===== src/rtl/clcd_pkg.sv =====
// ----------------------------------------------------------------------------
// clcd_pkg - shared types and constants for the character LCD sequencer
// Opcodes, register indexes, sequence step numbers and the control/status
// structs passed between controller and datapath.
// ----------------------------------------------------------------------------
`default_nettype none

package clcd_pkg;

   typedef enum logic [2:0] {
      OP_INIT  = 3'd0,
      OP_CMD   = 3'd1,
      OP_CHAR  = 3'd2,
      OP_GOTO  = 3'd3,
      OP_CLEAR = 3'd4
   } op_type;

   typedef enum logic [1:0] {
      REG_FUNCTION_SET = 2'd0,
      REG_DISPLAY_CTRL = 2'd1,
      REG_ENTRY_MODE   = 2'd2
   } reg_idx_type;

   typedef enum logic {
      ST_IDLE = 1'b0,
      ST_EMIT = 1'b1
   } state_type;

   localparam int unsigned STEP_W = 5;
   localparam int unsigned ADDR_W = 4;

   // step numbers within a request
   localparam logic [STEP_W-1:0] INIT_FOUR_BIT_STEP = 5'd7;
   localparam logic [STEP_W-1:0] INIT_BYTE_STEP     = 5'd9;
   localparam logic [STEP_W-1:0] INIT_LAST_STEP     = 5'd24;
   localparam logic [STEP_W-1:0] CHAR_LAST_STEP     = 5'd4;
   localparam logic [STEP_W-1:0] CMD_LAST_STEP      = 5'd3;

   localparam logic [7:0] CMD_CLEAR        = 8'h01;
   localparam logic [3:0] INIT_WAKE_NIBBLE = 4'h3;
   localparam logic [3:0] INIT_4BIT_NIBBLE = 4'h2;

   localparam logic [7:0] FUNCTION_SET_RESET = 8'h28;
   localparam logic [7:0] DISPLAY_CTRL_RESET = 8'h0C;
   localparam logic [7:0] ENTRY_MODE_RESET   = 8'h06;

   localparam logic [7:0] ROW_BASE [4] = '{8'h80, 8'hC0, 8'h94, 8'hD4};

   typedef struct packed {
      logic              capture;
      logic              load;
      logic [STEP_W-1:0] step;
   } ctrl_cmd_type;

   typedef struct packed {
      logic req_op_ok;
      logic out_free;
      logic is_final;
   } dp_status_type;

endpackage

`default_nettype wire


===== src/rtl/clcd_if.sv =====
// ----------------------------------------------------------------------------
// clcd_if - request and pin-state channels
// Valid/ready channels carrying one request word and one pin-state word.
// ----------------------------------------------------------------------------
`default_nettype none

interface clcd_req_if;
   logic       valid;
   logic       ready;
   logic [2:0] opcode;
   logic [7:0] data_byte;
   logic [7:0] column;
   logic [1:0] row;

   modport source (output valid, output opcode, output data_byte, output column,
                   output row, input ready);
   modport sink   (input valid, input opcode, input data_byte, input column,
                   input row, output ready);
endinterface

interface clcd_rsp_if;
   logic       valid;
   logic       ready;
   logic [3:0] data_nibble;
   logic       enable_level;
   logic       register_select;
   logic       read_write;
   logic [1:0] hold_ms;
   logic       last;

   modport source (output valid, output data_nibble, output enable_level,
                   output register_select, output read_write, output hold_ms,
                   output last, input ready);
   modport sink   (input valid, input data_nibble, input enable_level,
                   input register_select, input read_write, input hold_ms,
                   input last, output ready);
endinterface

`default_nettype wire


===== src/rtl/char_lcd_4bit_write_sequencer.sv =====
// ----------------------------------------------------------------------------
// char_lcd_4bit_write_sequencer - HD44780-style 4-bit write sequencer
// Turns init / command / character / go-to / clear requests into timed
// pin-state words for a character LCD on a 4-bit bus.
// ----------------------------------------------------------------------------
//
//  channel   | dir | handshake        | word
//  ----------+-----+------------------+-------------------------------------
//  req_ch    | in  | valid/ready      | opcode, data_byte, column, row
//  rsp_ch    | out | valid/ready      | nibble, E, RS, RW, hold_ms, last
//  csr_*     | in  | APB, pready = 1  | function set, display ctrl, entry mode
//
//  Output: one pin-state word per cycle when the sink keeps up; a request
//  gives 4 (command, go-to, clear), 5 (character) or 25 (init) words,
//  set by the step counter in the controller.
//  Reset: synchronous, active high; control registers return to 0x28,
//  0x0C and 0x06. Unused opcodes are taken and give no word.
//  Stalls: the output register holds a word until taken; the next step is
//  built in the same cycle the sink takes the current one. A new request
//  is taken once the previous one's last word is in the output register.
//
`default_nettype none

module char_lcd_4bit_write_sequencer (
   input  wire logic                        clock,
   input  wire logic                        reset,
   clcd_req_if.sink                         req_ch,
   clcd_rsp_if.source                       rsp_ch,
   input  wire logic                        csr_psel,
   input  wire logic                        csr_penable,
   input  wire logic                        csr_pwrite,
   input  wire logic [clcd_pkg::ADDR_W-1:0] csr_paddr,
   input  wire logic [31:0]                 csr_pwdata,
   output logic [31:0]                      csr_prdata,
   output logic                             csr_pready
);

   clcd_pkg::ctrl_cmd_type  cmd;
   clcd_pkg::dp_status_type status;

   assign csr_pready = 1'b1;

   // controller: idle/emit machine and step counter
   clcd_ctrl u_ctrl (
      .clock     (clock),
      .reset     (reset),
      .req_valid (req_ch.valid),
      .req_ready (req_ch.ready),
      .status    (status),
      .cmd       (cmd)
   );

   // datapath: registers, captured request, pin-state build, output word
   clcd_dp u_dp (
      .clock               (clock),
      .reset               (reset),
      .csr_psel            (csr_psel),
      .csr_penable         (csr_penable),
      .csr_pwrite          (csr_pwrite),
      .csr_paddr           (csr_paddr),
      .csr_pwdata          (csr_pwdata),
      .csr_prdata          (csr_prdata),
      .req_opcode          (req_ch.opcode),
      .req_data_byte       (req_ch.data_byte),
      .req_column          (req_ch.column),
      .req_row             (req_ch.row),
      .cmd                 (cmd),
      .status              (status),
      .rsp_ready           (rsp_ch.ready),
      .rsp_valid           (rsp_ch.valid),
      .rsp_data_nibble     (rsp_ch.data_nibble),
      .rsp_enable_level    (rsp_ch.enable_level),
      .rsp_register_select (rsp_ch.register_select),
      .rsp_read_write      (rsp_ch.read_write),
      .rsp_hold_ms         (rsp_ch.hold_ms),
      .rsp_last            (rsp_ch.last)
   );

endmodule

`default_nettype wire


===== src/rtl/clcd_ctrl.sv =====
// ----------------------------------------------------------------------------
// clcd_ctrl - sequencing controller
// Takes a request, then walks the step counter one pin state at a time
// whenever the output register can take a word.
// ----------------------------------------------------------------------------
`default_nettype none

module clcd_ctrl (
   input  wire logic                  clock,
   input  wire logic                  reset,
   input  wire logic                  req_valid,
   output logic                       req_ready,
   input  wire clcd_pkg::dp_status_type status,
   output clcd_pkg::ctrl_cmd_type     cmd
);

   clcd_pkg::state_type state_ff, state_in;
   logic [clcd_pkg::STEP_W-1:0] step_ff, step_in;

   // next state
   always_comb begin
      state_in = state_ff;
      unique case (state_ff)
         clcd_pkg::ST_IDLE: begin
            if (req_valid && status.req_op_ok) state_in = clcd_pkg::ST_EMIT;
         end
         clcd_pkg::ST_EMIT: begin
            if (status.out_free && status.is_final) state_in = clcd_pkg::ST_IDLE;
         end
         default: state_in = clcd_pkg::ST_IDLE;
      endcase
   end

   // outputs
   always_comb begin
      req_ready   = 1'b0;
      cmd.capture = 1'b0;
      cmd.load    = 1'b0;
      cmd.step    = step_ff;
      step_in     = step_ff;
      unique case (state_ff)
         clcd_pkg::ST_IDLE: begin
            req_ready   = 1'b1;
            cmd.capture = req_valid;
            step_in     = '0;
         end
         clcd_pkg::ST_EMIT: begin
            cmd.load = status.out_free;
            if (status.out_free) begin
               step_in = status.is_final ? '0 : step_ff + 1'b1;
            end
         end
         default: step_in = '0;
      endcase
   end

   always_ff @(posedge clock) begin
      if (reset) begin
         state_ff <= clcd_pkg::ST_IDLE;
         step_ff  <= '0;
      end else begin
         state_ff <= state_in;
         step_ff  <= step_in;
      end
   end

   a_idle_step_zero: assert property (@(posedge clock) disable iff (reset)
      state_ff == clcd_pkg::ST_IDLE |-> step_ff == '0)
      else $error("step counter not cleared while idle");

   a_load_only_emit: assert property (@(posedge clock) disable iff (reset)
      cmd.load |-> state_ff == clcd_pkg::ST_EMIT)
      else $error("pin state loaded outside a sequence");

   a_final_ends: assert property (@(posedge clock) disable iff (reset)
      (cmd.load && status.is_final) |=> state_ff == clcd_pkg::ST_IDLE)
      else $error("sequence ran past its final step");

   a_step_bound: assert property (@(posedge clock) disable iff (reset)
      step_ff <= clcd_pkg::INIT_LAST_STEP)
      else $error("step counter out of range");

endmodule

`default_nettype wire


===== src/rtl/clcd_dp.sv =====
// ----------------------------------------------------------------------------
// clcd_dp - sequencer datapath
// Holds the control registers and the captured request, builds the pin
// state for each step and keeps the output register.
// ----------------------------------------------------------------------------
`default_nettype none

module clcd_dp (
   input  wire logic                       clock,
   input  wire logic                       reset,
   input  wire logic                       csr_psel,
   input  wire logic                       csr_penable,
   input  wire logic                       csr_pwrite,
   input  wire logic [clcd_pkg::ADDR_W-1:0] csr_paddr,
   input  wire logic [31:0]                csr_pwdata,
   output logic [31:0]                     csr_prdata,
   input  wire logic [2:0]                 req_opcode,
   input  wire logic [7:0]                 req_data_byte,
   input  wire logic [7:0]                 req_column,
   input  wire logic [1:0]                 req_row,
   input  wire clcd_pkg::ctrl_cmd_type     cmd,
   output clcd_pkg::dp_status_type         status,
   input  wire logic                       rsp_ready,
   output logic                            rsp_valid,
   output logic [3:0]                      rsp_data_nibble,
   output logic                            rsp_enable_level,
   output logic                            rsp_register_select,
   output logic                            rsp_read_write,
   output logic [1:0]                      rsp_hold_ms,
   output logic                            rsp_last
);

   logic [7:0] function_set_ff, display_ctrl_ff, entry_mode_ff;
   clcd_pkg::reg_idx_type reg_idx;
   logic       csr_write;

   clcd_pkg::op_type op_ff;
   logic [7:0]       byte_ff, byte_in;

   logic             valid_ff;
   logic [3:0]       nibble_ff, nibble_in;
   logic             enable_ff, enable_in;
   logic             select_ff, select_in;
   logic [1:0]       hold_ff, hold_in;
   logic             last_ff;

   logic [clcd_pkg::STEP_W-1:0] init_t;
   logic [7:0]                  init_word;
   logic                        is_final;

   // ---- control registers
   assign reg_idx   = clcd_pkg::reg_idx_type'(csr_paddr[3:2]);
   assign csr_write = csr_psel && csr_penable && csr_pwrite;

   always_ff @(posedge clock) begin
      if (reset) begin
         function_set_ff <= clcd_pkg::FUNCTION_SET_RESET;
         display_ctrl_ff <= clcd_pkg::DISPLAY_CTRL_RESET;
         entry_mode_ff   <= clcd_pkg::ENTRY_MODE_RESET;
      end else if (csr_write) begin
         unique case (reg_idx)
            clcd_pkg::REG_FUNCTION_SET: function_set_ff <= csr_pwdata[7:0];
            clcd_pkg::REG_DISPLAY_CTRL: display_ctrl_ff <= csr_pwdata[7:0];
            clcd_pkg::REG_ENTRY_MODE:   entry_mode_ff   <= csr_pwdata[7:0];
            default: ;
         endcase
      end
   end

   always_comb begin
      unique case (reg_idx)
         clcd_pkg::REG_FUNCTION_SET: csr_prdata = {24'd0, function_set_ff};
         clcd_pkg::REG_DISPLAY_CTRL: csr_prdata = {24'd0, display_ctrl_ff};
         clcd_pkg::REG_ENTRY_MODE:   csr_prdata = {24'd0, entry_mode_ff};
         default:                    csr_prdata = '0;
      endcase
   end

   // ---- request capture; go-to address and clear byte resolved here
   always_comb begin
      unique case (clcd_pkg::op_type'(req_opcode))
         clcd_pkg::OP_GOTO:  byte_in = clcd_pkg::ROW_BASE[req_row] + req_column;
         clcd_pkg::OP_CLEAR: byte_in = clcd_pkg::CMD_CLEAR;
         default:            byte_in = req_data_byte;
      endcase
   end

   always_ff @(posedge clock) begin
      if (cmd.capture) begin
         op_ff   <= clcd_pkg::op_type'(req_opcode);
         byte_ff <= byte_in;
      end
   end

   // ---- pin state for the current step
   assign init_t = cmd.step - clcd_pkg::INIT_BYTE_STEP;

   always_comb begin
      unique case (init_t[3:2])
         2'd0:    init_word = function_set_ff;
         2'd1:    init_word = display_ctrl_ff;
         2'd2:    init_word = entry_mode_ff;
         default: init_word = clcd_pkg::CMD_CLEAR;
      endcase
   end

   always_comb begin
      nibble_in = byte_ff[7:4];
      enable_in = 1'b0;
      select_in = 1'b0;
      hold_in   = 2'd1;
      is_final  = 1'b0;
      unique case (op_ff)
         clcd_pkg::OP_INIT: begin
            is_final = (cmd.step == clcd_pkg::INIT_LAST_STEP);
            if (cmd.step == '0) begin
               nibble_in = '0;
               hold_in   = 2'd0;
            end else if (cmd.step < clcd_pkg::INIT_BYTE_STEP) begin
               nibble_in = (cmd.step < clcd_pkg::INIT_FOUR_BIT_STEP) ?
                           clcd_pkg::INIT_WAKE_NIBBLE : clcd_pkg::INIT_4BIT_NIBBLE;
               enable_in = cmd.step[0];
            end else begin
               nibble_in = init_t[1] ? init_word[3:0] : init_word[7:4];
               enable_in = !init_t[0];
            end
         end
         clcd_pkg::OP_CHAR: begin
            is_final = (cmd.step == clcd_pkg::CHAR_LAST_STEP);
            if (is_final) begin
               // trailing state: RS back low, bus left on the low nibble
               nibble_in = byte_ff[3:0];
               hold_in   = 2'd0;
            end else begin
               nibble_in = cmd.step[1] ? byte_ff[3:0] : byte_ff[7:4];
               enable_in = !cmd.step[0];
               select_in = 1'b1;
            end
         end
         default: begin
            is_final  = (cmd.step == clcd_pkg::CMD_LAST_STEP);
            nibble_in = cmd.step[1] ? byte_ff[3:0] : byte_ff[7:4];
            enable_in = !cmd.step[0];
            if (is_final && op_ff == clcd_pkg::OP_CLEAR) hold_in = 2'd2;
         end
      endcase
   end

   // ---- output register
   always_ff @(posedge clock) begin
      if (reset) begin
         valid_ff <= 1'b0;
      end else if (cmd.load) begin
         valid_ff <= 1'b1;
      end else if (rsp_ready) begin
         valid_ff <= 1'b0;
      end
   end

   always_ff @(posedge clock) begin
      if (cmd.load) begin
         nibble_ff <= nibble_in;
         enable_ff <= enable_in;
         select_ff <= select_in;
         hold_ff   <= hold_in;
         last_ff   <= is_final;
      end
   end

   assign status.req_op_ok = (req_opcode <= 3'(clcd_pkg::OP_CLEAR));
   assign status.out_free  = !valid_ff || rsp_ready;
   assign status.is_final  = is_final;

   assign rsp_valid           = valid_ff;
   assign rsp_data_nibble     = nibble_ff;
   assign rsp_enable_level    = enable_ff;
   assign rsp_register_select = select_ff;
   assign rsp_read_write      = 1'b0;
   assign rsp_hold_ms         = hold_ff;
   assign rsp_last            = last_ff;

endmodule

`default_nettype wire

===== src/flat_wrapper.sv =====
// flat-port wrapper written by rule: the top's interface ports become plain ports
module char_lcd_4bit_write_sequencer_flat 
  (clock, reset, csr_psel, csr_penable, csr_pwrite, csr_paddr, csr_pwdata, csr_prdata, csr_pready, req_ch_valid, req_ch_opcode, req_ch_data_byte, req_ch_column, req_ch_row, req_ch_ready, rsp_ch_valid, rsp_ch_data_nibble, rsp_ch_enable_level, rsp_ch_register_select, rsp_ch_read_write, rsp_ch_hold_ms, rsp_ch_last, rsp_ch_ready);
  clcd_req_if req_ch_i ();
  clcd_rsp_if rsp_ch_i ();
  input  wire logic clock;
  input  wire logic reset;
  input  wire logic csr_psel;
  input  wire logic csr_penable;
  input  wire logic csr_pwrite;
  input  wire logic [clcd_pkg::ADDR_W-1:0] csr_paddr;
  input  wire logic [31:0] csr_pwdata;
  output logic [31:0] csr_prdata;
  output logic csr_pready;
  input wire logic [$bits(req_ch_i.valid)-1:0] req_ch_valid;
  input wire logic [$bits(req_ch_i.opcode)-1:0] req_ch_opcode;
  input wire logic [$bits(req_ch_i.data_byte)-1:0] req_ch_data_byte;
  input wire logic [$bits(req_ch_i.column)-1:0] req_ch_column;
  input wire logic [$bits(req_ch_i.row)-1:0] req_ch_row;
  output wire logic [$bits(req_ch_i.ready)-1:0] req_ch_ready;
  output wire logic [$bits(rsp_ch_i.valid)-1:0] rsp_ch_valid;
  output wire logic [$bits(rsp_ch_i.data_nibble)-1:0] rsp_ch_data_nibble;
  output wire logic [$bits(rsp_ch_i.enable_level)-1:0] rsp_ch_enable_level;
  output wire logic [$bits(rsp_ch_i.register_select)-1:0] rsp_ch_register_select;
  output wire logic [$bits(rsp_ch_i.read_write)-1:0] rsp_ch_read_write;
  output wire logic [$bits(rsp_ch_i.hold_ms)-1:0] rsp_ch_hold_ms;
  output wire logic [$bits(rsp_ch_i.last)-1:0] rsp_ch_last;
  input wire logic [$bits(rsp_ch_i.ready)-1:0] rsp_ch_ready;
  assign req_ch_i.valid = req_ch_valid;
  assign req_ch_i.opcode = req_ch_opcode;
  assign req_ch_i.data_byte = req_ch_data_byte;
  assign req_ch_i.column = req_ch_column;
  assign req_ch_i.row = req_ch_row;
  assign req_ch_ready = req_ch_i.ready;
  assign rsp_ch_valid = rsp_ch_i.valid;
  assign rsp_ch_data_nibble = rsp_ch_i.data_nibble;
  assign rsp_ch_enable_level = rsp_ch_i.enable_level;
  assign rsp_ch_register_select = rsp_ch_i.register_select;
  assign rsp_ch_read_write = rsp_ch_i.read_write;
  assign rsp_ch_hold_ms = rsp_ch_i.hold_ms;
  assign rsp_ch_last = rsp_ch_i.last;
  assign rsp_ch_i.ready = rsp_ch_ready;
  char_lcd_4bit_write_sequencer u_core (.clock(clock), .reset(reset), .req_ch(req_ch_i), .rsp_ch(rsp_ch_i), .csr_psel(csr_psel), .csr_penable(csr_penable), .csr_pwrite(csr_pwrite), .csr_paddr(csr_paddr), .csr_pwdata(csr_pwdata), .csr_prdata(csr_prdata), .csr_pready(csr_pready));
endmodule

===== config.mk =====
export PLATFORM = sky130hd
export DESIGN_NAME = char_lcd_4bit_write_sequencer_flat
export DESIGN_NICKNAME = d
export VERILOG_FILES = /design/src/rtl/clcd_pkg.sv /design/src/rtl/clcd_if.sv /design/src/rtl/char_lcd_4bit_write_sequencer.sv /design/src/rtl/clcd_ctrl.sv /design/src/rtl/clcd_dp.sv /design/src/flat_wrapper.sv
export SDC_FILE = /design/constraint.sdc
export NUM_CORES = 1
export LEC_CHECK = 0
export CAP_MARGIN = 5
export CELL_PAD_IN_SITES_DETAIL_PLACEMENT = 0
export CELL_PAD_IN_SITES_GLOBAL_PLACEMENT = 2
export CORE_MARGIN = 1
export CORE_UTILIZATION = 37
export DETAILED_ROUTE_END_ITERATION = 12
export DONT_BUFFER_PORTS = 1
export GPL_TIMING_DRIVEN = 0
export PLACE_DENSITY_LB_ADDON = 0.1
export SYNTH_ARGS = -nofsm -noshare
export SYNTH_HDL_FRONTEND = slang
export SYNTH_SLANG_ARGS = --single-unit

===== constraint.sdc =====
create_clock -name clock -period 2.3 [get_ports clock]
set_clock_uncertainty 0.15 [all_clocks]
set_input_delay 0.115 -clock clock [delete_from_list [all_inputs] [get_ports clock]]
set_output_delay 0.115 -clock clock [all_outputs]
set_load 0.02 [all_outputs]

== After elaboration in Yosys (flattened, before gate mapping) ==
Cells that the tools add are included.

* Flip-flop bits (word level): 51
* Word-level logic and storage cells: 85
* Output and inout bits: 45

* $lt $le $gt $ge: 4
* Multiplexer cells: 34
* Equality and inequality tests: 12
* Add/subtract/negate cells: 3
* Reduce and logical (&&, ||, !) cells: 17
* Bitwise gates (word level): 2

{| class="wikitable"
|+ Operators by type and width
! operator !! number
|-
| one-hot mux 8 bit (3 select lines) || 2
|-
| two-way mux 4 bit || 5
|-
| binary-select mux 8 bit (select 2 bit) || 1
|-
| two-way mux 8 bit || 2
|-
| one-hot mux 8 bit (2 select lines) || 1
|-
| two-way mux 1 bit || 14
|-
| two-way mux 5 bit || 2
|-
| one-hot mux 5 bit (2 select lines) || 1
|-
| adder 8 bit || 1
|-
| one-hot mux 4 bit (2 select lines) || 1
|-
| equality test 3 x 2 -> 1 bit, second input constant || 2
|-
| equality test 3 bit, second input constant || 2
|-
| one-hot mux 1 bit (2 select lines) || 3
|-
| AND reduction 2 bit || 3
|-
| adder 5 x 1 -> 5 bit, second input constant || 1
|-
| equality test 5 x 2 -> 1 bit, second input constant || 1
|-
| equality test 5 x 3 -> 1 bit, second input constant || 1
|-
| equality test 5 bit, second input constant || 1
|-
| logical AND 1 bit || 5
|-
| logical NOT 5 bit || 1
|-
| < comparator 5 x 3 -> 1 bit, second input constant || 1
|-
| < comparator 5 x 4 -> 1 bit, second input constant || 1
|-
| equality test 2 x 1 -> 1 bit, second input constant || 2
|-
| equality test 2 bit, second input constant || 2
|-
| 13 further kinds || 16
|}

== Depth between registers and ports, before layout ==
Gate-level depths: netlist of run 1.

* Depth in word-level cells: 7
* Gate-level depth with buffers: 9

== By module ==
A second synthesis of run 1 with hierarchy kept.

* Cells, all modules: 355
* Area total of the unflattened synthesis: 3175.5 sq um

{| class="wikitable"
|+ Modules (own cells, without submodules)
! module !! cells each !! area each (sq um) !! instances
|-
| clcd_dp || 318 || 2857.7 || 1
|-
| clcd_ctrl || 35 || 306.5 || 1
|-
| char_lcd_4bit_write_sequencer || 2 || 11.3 || 1
|}

== Worst setup path after synthesis of run 1 ==
No wires, ideal clock.

* Kind: register to register
* Start point: register u_core.u_ctrl.step_ff[0] in the netlist's numbering
* End point: register u_core.u_dp.nibble_ff[3] (netlist: u_core.u_dp.rsp_data_nibble[3]) (data pin)
* Path buffers: 2
* Slack: 0.200 ns
* Clock period less this slack: 2.100 ns
* Cell stages (with the launch flop): 9
* Arrival: 1.774 ns
* Path through: dfxtp_1 -> buf_6 -> inv_1 -> ha_1 -> buf_2 -> or4_1 -> o21ai_1 -> a21oi_1 -> o32ai_1

* Longest elaborated chain between the ends: 7
* Elaborated cells on any way between the ends: 13
* Those cells by class: add/sub (1); order compare (1); eq/ne (3); mux (6); reduce/logical (2)

{| class="wikitable"
|+ Ends and longest elaborated chain
! what !! line !! source
|-
| from (decl) || clcd_ctrl.sv:18 || <nowiki>logic [clcd_pkg::STEP_W-1:0] step_ff, step_in;</nowiki>
|-
| from (signal assigned) || clcd_ctrl.sv:63 || <nowiki>step_ff <= step_in;</nowiki>
|-
| subtractor 4 bit || clcd_dp.sv:96 || <nowiki>assign init_t = cmd.step - clcd_pkg::INIT_BYTE_STEP;</nowiki>
|-
| equality test 2 bit (tied with other cells) || clcd_dp.sv:99 || <nowiki>unique case (init_t[3:2])</nowiki>
|-
| one-hot mux 8 bit (3 select lines) || clcd_dp.sv:99 ||
|-
| two-way mux 4 bit || clcd_dp.sv:124 || <nowiki>nibble_in = init_t[1] ? init_word[3:0] : init_word[7:4];</nowiki>
|-
| two-way mux 4 bit || clcd_dp.sv:119 || <nowiki>end else if (cmd.step < clcd_pkg::INIT_BYTE_STEP) begin</nowiki>
|-
| two-way mux 4 bit || clcd_dp.sv:116 || <nowiki>if (cmd.step == '0) begin</nowiki>
|-
| one-hot mux 4 bit (2 select lines) (*) || clcd_dp.sv:113 || <nowiki>unique case (op_ff)</nowiki>
|-
| named net u_core.u_dp.nibble_in[3] || clcd_dp.sv:41 || <nowiki>logic [3:0] nibble_ff, nibble_in;</nowiki>
|-
| to (signal assigned) || clcd_dp.sv:162 || <nowiki>nibble_ff <= nibble_in;</nowiki>
|-
| to (decl) || clcd_dp.sv:41 ||
|}

The timed path passes the listed nets; every way through them passes the cells marked *.
A chain may end at the register's enable or synchronous reset.

== Worst setup path after layout of run 1 ==
Ends and elaborated chain as after synthesis.

==> out/qor.yml, run 1 <==
outcome:
  status: "complete, no violations"
layout:
  regArea_sq_mm: 0.00122
  multiInputGateArea_sq_mm: 0.00177
  syn_to_final_growth_pct: 18.8
  most-common-layout-cells: "34 x nand2_1, 33 x buf_4, 32 x nor2_1, 30 x dfxtp_1, 29 x mux2i_1"
  nFillCells: 817
  final_common_cell: "nand2_1"
  fin_cells: 513
  fin_area_sq_mm: 0.00381
  antenna_cells: 0
  drive_gt1_frac: 0.169
  nets: 478
critical_path:
  worstPathMaxFanout: 7
  path_class: "register to register"
  timing.critical_path.buf_inv: 2
  endpoint_kind: "register"
  startpoint_type: "register"
  required_ps: 2250
  critical_path.top_delay_family: "compound AO/OA/AOI/OAI gates"
  crit_chain: "buf_6, inv_1, ha_2, or4_1, o21ai_2, a21oi_1, o32ai_2"
  critical_path_arrival_ps: 2180
  slowest_delay_ps: 540
  slowest_stage: "or4_1"
detailed_routing:
  drt_iter0_drc: 90
  drt-met1-wl_mm: 3.85
  route.met2.wl_mm: 3.64
  routed_wirelength_mm: 8.08
  highest_layer: "met4"
  routedWlPerCell_um: 15.7
  drc: 0
  vias: 2639
  wl_met3_um: 382
  ant_nets: 0
  avgViaCountPerCell: 5.14
  dr.pass1.iters: 4
logic_synthesis:
  seq_area_frac_synth: 0.381
  ys_ff_latch: 51
  synth_edf_count: 20
  postSynthCellCount: 352
  syn_area_sq_mm: 0.00320
  synth-main-ff-cell: "dfxtp_1"
  synth.distinct_cells: 57
  synth_warnings: 0
  syn_avg_cell_area_sq_um: 9.10
  synthArstFlopShare: 0
die:
  placementRows: 33
  die_w_um: 95.0
  core_sq_mm: 0.00830
  start_util: 0.386
  die-height_um: 95.0
  io_pins: 109
  die_area_sq_mm: 0.00903
sta:
  finalSetupTns_ps: 0
  worst_pin_slew_ps: 1010
  grt_setup_unrepaired: "yes"
  fmax_mhz: 449
  hold_viol_final: 0
  drv_slew: 0
  setup_viol: 0
  post-route-period-util: 0.969
  min_period_ps: 2230
  relSlewSlack: 0.321
power_and_ir_drop:
  powerDensity_mw_per_mm2: 519
  ir_worst_vdd_mv: 0.216
  p_leak_nw: 1.49
grt:
  grt_usage: 0.190
  antenna_found_initial: 0
  grt_max_degree: 16
  first_global_vias: 2652
  grt.overflow.total: 0
  grt_pass1_wl_mm: 13.1
clock_network:
  cts_sinks: 51
  cts_tree: "built"
  cts-root-buf: "clkbuf_8"
  cts.reportedPaths.clkPinSlew_ps: 90
  cts-buffers-inserted: 5
  clk_latency_ps: 300
  clockBufferDepth: 2
  cts-htree-levels: 2
placed_design:
  port_buffers: 0
  gp_congestion: 0.811
  place_inst: 481
  placed_area_sq_mm: 0.00342
  dpl.hpwl_mm: 5.79
worst_hold_path:
  hold_class: "primary input to register"
job:
  maxCapViolCount: 0
[worst paths after layout]
| path | start | to | slack [ps] | cells after the start |
|---|---|---|---|---|
| max | u_core.u_ctrl.step_ff[0] | u_core.u_dp.rsp_data_nibble[3] | 70 | 7 |
| min | rsp_ch_ready | u_core.u_dp.rsp_valid | 10 | 2 |
| min reg2reg | u_core.u_dp.display_ctrl_ff[1] | u_core.u_dp.display_ctrl_ff[1] | 330 | 2 |
| max reg2reg | u_core.u_ctrl.step_ff[0] | u_core.u_dp.rsp_data_nibble[3] | 70 | 7 |
[cell usage after synthesis, types with 2 or more instances]
cell | number | area (sq um)
nor3_1 | 12 | 60.1
nand3_1 | 15 | 75.1
or4_1 | 2 | 15.0
dfxtp_1 | 31 | 621
mux2_2 | 2 | 22.5
inv_1 | 6 | 22.5
nand2b_1 | 6 | 37.5
ha_1 | 7 | 87.6
nor2b_1 | 9 | 56.3
nor2_1 | 32 | 120
a211o_1 | 5 | 43.8
o21ai_0 | 18 | 90.1
xnor2_1 | 2 | 17.5
xor2_1 | 3 | 26.3
buf_4 | 28 | 210
nand2_1 | 34 | 128
conb_1 | 2 | 7.51
clkbuf_1 | 10 | 37.5
o2111ai_1 | 2 | 17.5
nor3_2 | 3 | 30.0
or2_2 | 2 | 12.5
o21ai_1 | 2 | 10.0
buf_6 | 4 | 45.0
a21oi_1 | 25 | 125
buf_2 | 4 | 20.0
a211oi_1 | 5 | 37.5
mux2i_1 | 29 | 290
edfxtp_1 | 20 | 601
nor3b_1 | 2 | 15.0
nand3b_1 | 2 | 15.0
o22ai_1 | 2 | 12.5
[worst reg2reg max path, delay by kind of cell, from the launching register on]
kind	cells	cell delay, ps
AO/OA/AOI/OAI	3	550
AND/OR/NAND/NOR	1	540
flip-flops	1	350
adder cells (fa/ha/maj)	1	260
buffers and inverters	2	180
[per-layer routing]
metal | vias to the layer above | track usage
met5 | - | 0
met4 | 0 | 0.0745
met3 | 15 | 0.0311
met2 | 84 | 0.311
met1 | 1225 | 0.248
li1 | 1315 | -
[timing repair]
item,in CTS,in global routing
endpoints found under the hold margin,36,0
buffers inserted,5,0
hold buffers,20,0
endpoints found under the setup margin,2,4
gates resized for setup,4,4
pin swaps,2,1
[cell type report]
cell class,instances,share of cell area
repair buffers,25,0.0625
well taps,105,0.0345
multi-input cells,272,0.464
inverters,7,0.00690
clock buffers,7,0.0283
clock inverters,1,0.00131
plain buffers,45,0.0809
flip-flops and latches,51,0.321
[through the flow]
step                hold slack, ps  power [W]  setup slack (ps)   util
detailed placement            64.3    0.00134              -216  0.413
global route                  16.3    0.00207             -11.7  0.459
CTS                          0.373    0.00199              45.9  0.456
floorplan                     63.9    0.00128               200      -
finish                        14.3    0.00198              70.5  0.459
global placement              64.3    0.00134              -226  0.413
[flip-flops by register name (all words and copies together), names as in the netlist]
name and count:
u_core.u_ctrl.state_ff 1, u_core.u_ctrl.step_ff 5, u_core.u_dp.byte_ff 8, u_core.u_dp.display_ctrl_ff 8, u_core.u_dp.entry_mode_ff 8, u_core.u_dp.function_set_ff 8
u_core.u_dp.op_ff 3, u_core.u_dp.rsp_data_nibble 4, u_core.u_dp.rsp_enable_level 1, u_core.u_dp.rsp_hold_ms 2, u_core.u_dp.rsp_last 1, u_core.u_dp.rsp_register_select 1
u_core.u_dp.rsp_valid 1
[power by group]
group          switching, W  internal [W]  leakage, nW
registers         0.0000332      0.000983        0.440
logic              0.000206      0.000145        0.993
clock network      0.000300      0.000309       0.0594
total              0.000540       0.00144         1.49
[cells by family after synthesis]
kind of cell | synth area share
xor+xnor | 0.0223
flops | 0.381
buf+inv | 0.106
fa+ha+maj | 0.0273
compound gates | 0.152
mux | 0.101
other cells | 0.00234
simple gates | 0.208
(Power assumes the default switching activity.)
==> run 2: changes to the inputs <==
==> constraint.sdc (replaced) <==
create_clock -name clock -period 2.3 [get_ports clock]
set_clock_uncertainty 0.15 [all_clocks]
set_input_delay 0.115 -clock clock [delete_from_list [all_inputs] [get_ports clock]]
set_output_delay 0.115 -clock clock [all_outputs]
set_load 0.05 [all_outputs]
==> out/qor.yml, run 2 (synthesis gave the netlist of run 1 again) <==
outcome:
  status: "complete, no violations"
layout:
  final_common_cell: "buf_4"
  most-common-layout-cells: "47 x buf_4, 34 x nand2_1, 32 x nor2_1, 30 x dfxtp_1, 29 x mux2i_1"
  antenna_cells: 0
  syn_to_final_growth_pct: 22.2
  drive_gt1_frac: 0.208
  fin_cells: 529
  fin_area_sq_mm: 0.00392
  nets: 494
power_and_ir_drop:
  powerDensity_mw_per_mm2: 512
  p_leak_nw: 1.56
  ir_worst_vdd_mv: 0.237
placed_design:
  port_buffers: 0
  dpl.hpwl_mm: 5.79
  place_inst: 486
  gp_congestion: 0.811
  place_ws_ps: -221
  placed_area_sq_mm: 0.00346
clock_network:
  cts-buffers-inserted: 5
  cts-root-buf: "clkbuf_8"
  cts_tree: "built"
  cts_sinks: 51
  cts.reportedPaths.clkPinSlew_ps: 100
  clockBufferDepth: 2
  cts-htree-levels: 2
  clk_latency_ps: 310
critical_path:
  timing.critical_path.buf_inv: 3
  worstPathMaxFanout: 7
  required_ps: 2260
  slowest_delay_ps: 520
  crit_chain: "buf_6, inv_2, ha_2, buf_6, or4_4, o21ai_4, a21oi_2, o32ai_2"
  path_class: "register to register"
  critical_path_arrival_ps: 2200
  worstSetupStartpoint: "u_core.u_ctrl.step_ff[0]"
  r2r_start: "u_core.u_ctrl.step_ff[0]"
  cpMostUsedCell: "buf_6"
  critical_path.top_delay_family: "compound AO/OA/AOI/OAI gates"
  startpoint_type: "register"
  slowest_stage: "or4_4"
  endpoint_kind: "register"
grt:
  grt.overflow.total: 0
  grt_max_degree: 16
  grt_usage: 0.191
  first_global_vias: 2596
  grt_pass1_wl_mm: 13.2
  antenna_found_initial: 0
sta:
  hold_viol_final: 0
  relSlewSlack: 0.313
  finalSetupTns_ps: 0
  drv_slew: 0
  worst_pin_slew_ps: 1020
  worst_slack_ps: 52.2
  post-route-period-util: 0.977
  min_period_ps: 2250
  fmax_mhz: 445
  setup_viol: 0
die:
  die-height_um: 95.0
  io_pins: 109
  die_w_um: 95.0
  die_area_sq_mm: 0.00903
  placementRows: 33
  core_sq_mm: 0.00830
  start_util: 0.386
detailed_routing:
  vias: 2705
  ant_nets: 0
  dr.pass1.iters: 4
  drt_iter0_drc: 99
  drc: 0
  routed_wirelength_mm: 8.25
  routedWlPerCell_um: 15.6
  avgViaCountPerCell: 5.11
worst_hold_path:
  hp-start: "req_ch_opcode[2]"
  hold_class: "primary input to register"
job:
  maxCapViolCount: 0
[run 2: layer usage]
metal	part of all wire	track usage	up-vias
met5	0	0	-
met4	0.015	0.0492	0
met3	0.048	0.0279	8
met2	0.47	0.320	87
met1	0.47	0.258	1253
li1	-	-	1357
[run 2: layout make-up]
| type | count | area [sq um] |
|---|---|---|
| fillers | 831 | 4380 |
| multi-input cells | 272 | 1780 |
| flip-flops and latches | 51 | 1220 |
| repair buffers | 40 | 353 |
| plain buffers | 46 | 319 |
| well taps | 105 | 131 |
| clock buffers | 6 | 72.6 |
| inverters | 7 | 26.3 |
| clock inverters | 2 | 12.5 |
[run 2: worst register-to-register path, stage by stage, from the launching register on]
cell and delay (ps):
dfxtp_2 350, buf_6 130, inv_2 50, ha_2 180, buf_6 140, or4_4 520, o21ai_4 90, a21oi_2 90
o32ai_2 350
[run 2: through the flow]
stage	total power [W]	util	hold slack (ps)
after floorplan	0.00138	-	63.9
after global placement	0.00143	0.413	64.3
after detailed placement	0.00144	0.417	64.3
after CTS	0.00201	0.459	0.701
after global routing	0.00210	0.472	19.9
final	0.00200	0.472	8.08
[run 2: repair_timing]
action | in CTS | in global routing
setup endpoints to repair | 5 | 4
pin swaps | 4 | 2
endpoints found under the hold margin | 37 | 0
gates resized for setup | 7 | 6
hold buffers | 21 | 0
cloned | 0 | 0
setup buffers | 3 | 11
[run 2: power breakdown]
part           switching, W  leakage, nW  internal [W]
clock network      0.000303       0.0412      0.000213
registers         0.0000568        0.440      0.000983
logic              0.000284         1.08      0.000163
[run 2: path summary, 6_finish.rpt]
kind | end | slack [ps] | depth (start not counted)
setup / recovery | u_core.u_dp.rsp_data_nibble[3] | 50 | 8
hold / removal | u_core.u_dp.byte_ff[3] | 8 | 2
setup reg to reg | u_core.u_dp.rsp_data_nibble[3] | 50 | 8
hold reg to reg | u_core.u_dp.display_ctrl_ff[7] | 320 | 2
==> run 3: changes to the inputs <==
--- a/config.mk
+++ b/config.mk
@@ -9,11 +9,12 @@
 export CELL_PAD_IN_SITES_DETAIL_PLACEMENT = 0
 export CELL_PAD_IN_SITES_GLOBAL_PLACEMENT = 2
 export CORE_MARGIN = 1
-export CORE_UTILIZATION = 37
+export CORE_UTILIZATION = 33
 export DETAILED_ROUTE_END_ITERATION = 12
 export DONT_BUFFER_PORTS = 1
 export GPL_TIMING_DRIVEN = 0
 export PLACE_DENSITY_LB_ADDON = 0.1
+export REMOVE_ABC_BUFFERS = 1
 export SYNTH_ARGS = -nofsm -noshare
 export SYNTH_HDL_FRONTEND = slang
 export SYNTH_SLANG_ARGS = --single-unit
==> constraint.sdc (replaced) <==
create_clock -name clock -period 1.88 [get_ports clock]
set_clock_uncertainty 0.15 [all_clocks]
set_input_delay 0.094 -clock clock [delete_from_list [all_inputs] [get_ports clock]]
set_output_delay 0.094 -clock clock [all_outputs]
set_load 0.05 [all_outputs]
==> out/qor.yml, run 3 (synthesis gave the netlist of run 1 again) <==
outcome:
  status: "complete, but fails checks"
  failed_checks: "negative hold slack, negative setup slack"
clock_network:
  cts-buffers-inserted: 5
  cts_tree: "built"
  cts.reportedPaths.clkPinSlew_ps: 100
  cts-htree-levels: 2
  clockBufferDepth: 2
  cts_sinks: 51
  cts-root-buf: "clkbuf_8"
  clk_latency_ps: 320
layout:
  nFillCells: 941
  antenna_cells: 0
  most-common-layout-cells: "34 x nand2_1, 33 x dlygate4sd3_1, 30 x buf_4, 28 x nor2_1, 27 x mux2i_1"
  nets: 475
  syn_to_final_growth_pct: 28.0
  drive_gt1_frac: 0.227
  fin_cells: 534
  final_common_cell: "nand2_1"
critical_path:
  startpoint_type: "register"
  worstPathMaxFanout: 5
  r2r_slack_ps: -210
  path_class: "register to register"
  r2r_start: "u_core.u_ctrl.step_ff[1]"
  cp-endpoint: "u_core.u_dp.rsp_data_nibble[0]"
  worstSetupStartpoint: "u_core.u_ctrl.step_ff[1]"
  endpoint_kind: "register"
  critical_path_arrival_ps: 2090
  required_ps: 1880
  timing.rr.end: "u_core.u_dp.rsp_data_nibble[0]"
  r2r_cells: 7
detailed_routing:
  drt_iter0_drc: 57
  drc: 0
  routedWlPerCell_um: 15.3
  dr.pass1.iters: 4
  routed_wirelength_mm: 8.18
  vias: 2654
  ant_nets: 0
  avgViaCountPerCell: 4.97
sta:
  fmax_mhz: 479
  post-route-period-util: 1.11
  relSlewSlack: 0.272
  drv_slew: 0
  worst_pin_slew_ps: 1090
  grt_setup_unrepaired: "yes"
  hold_viol_final: 1
  whs_ps: -4.11
  setup_viol: 4
  min_period_ps: 2090
  worst_slack_ps: -208
grt:
  first_global_vias: 2530
  grt_pass1_wl_mm: 13.0
  grt.overflow.total: 0
  grt_usage: 0.167
  grt_max_degree: 28
  antenna_found_initial: 0
power_and_ir_drop:
  powerDensity_mw_per_mm2: 625
  ir_worst_vdd_mv: 0.334
  p_total_w: 0.00256
  p_leak_nw: 1.52
die:
  die-height_um: 101
  die_w_um: 101
  die_area_sq_mm: 0.0101
  io_pins: 109
  start_util: 0.343
  core_sq_mm: 0.00933
  placementRows: 35
job:
  maxCapViolCount: 0
placed_design:
  place_inst: 462
  gp_congestion: 0.707
  dpl.hpwl_mm: 5.45
  port_buffers: 0
worst_hold_path:
  hold_class: "primary input to register"
run 3: cell types whose count changed in the layout (fill, tap and decap cells not counted), moves of 5 or more:
| cell | before | now |
|---|---|---|
| buf_4 | 47 | 30 |
| clkbuf_1 | 11 | 0 |
| dlygate4sd3_1 | 21 | 33 |
| o21ai_0 | 15 | 8 |
| o21ai_2 | 1 | 6 |
run 3: how the worst min path moves through the flow:
stage / from / to / slack (ps) / cells past startpoint
floorplan: reset / u_core.u_ctrl.state_ff / 10 / 1
global route: csr_paddr[3] / u_core.u_dp.function_set_ff[1] / 8 / 3
finish: csr_paddr[3] / u_core.u_dp.function_set_ff[7] / -4 / 3
detailed placement: reset / u_core.u_dp.display_ctrl_ff[5] / 20 / 1
global placement: reset / u_core.u_dp.display_ctrl_ff[5] / 20 / 1
CTS: csr_paddr[3] / u_core.u_dp.display_ctrl_ff[2] / 0.9 / 3
run 3: report_power, final:
part	switching, W	internal, W	leakage [nW]
combinational	0.000337	0.000197	1.02
sequential	0.0000762	0.00120	0.443
clock	0.000407	0.000348	0.0530
total	0.000820	0.00174	1.52
run 3: timing repair:
item,CTS,global route
setup endpoints to repair,21,13
setup buffers,22,8
hold buffers,34,0
resized for setup,35,21
endpoints found under the hold margin,42,0
pin swaps,17,9
run 3: layout make-up:
cell class | count | area [sq um] | share of cell area
multi-input combinational | 272 | 1950 | 0.476
sequential | 51 | 1240 | 0.302
timing repair buffer | 67 | 611 | 0.149
tap | 129 | 161 | 0.0394
clock buffer | 6 | 93.8 | 0.0229
inverter | 7 | 30.0 | 0.00733
clock inverter | 2 | 16.3 | 0.00397
run 3: worst max-delay path, stage by stage (launching register included):
cell and delay, ps:
dfxtp_4 380, nor4_4 400, nor2_8 70, buf_4 150
buf_12 130, mux2i_2 140, a211o_1 290, o221ai_2 220
run 3: per-stage QoR:
stage / utilization / cell area (sq um) / setup TNS (ps) / worst slack (ps)
2_1_floorplan: - / 2980 / -1260 / -326
3_3_place_gp: 0.337 / 3140 / -9930 / -789
3_5_place_dp: 0.340 / 3170 / -6650 / -759
4_1_cts: 0.424 / 3950 / -1020 / -232
5_1_grt: 0.439 / 4100 / -971 / -239
6_report: 0.439 / 4100 / -715 / -208
run 3: metal layers:
| layer | up-vias | GRT usage | share of wire |
|---|---|---|---|
| met5 | - | 0 | 0 |
| met1 | 1269 | 0.221 | 0.48 |
| li1 | 1313 | - | - |
| met4 | 0 | 0.0502 | 0.012 |
| met2 | 67 | 0.279 | 0.47 |
| met3 | 5 | 0.0257 | 0.036 |
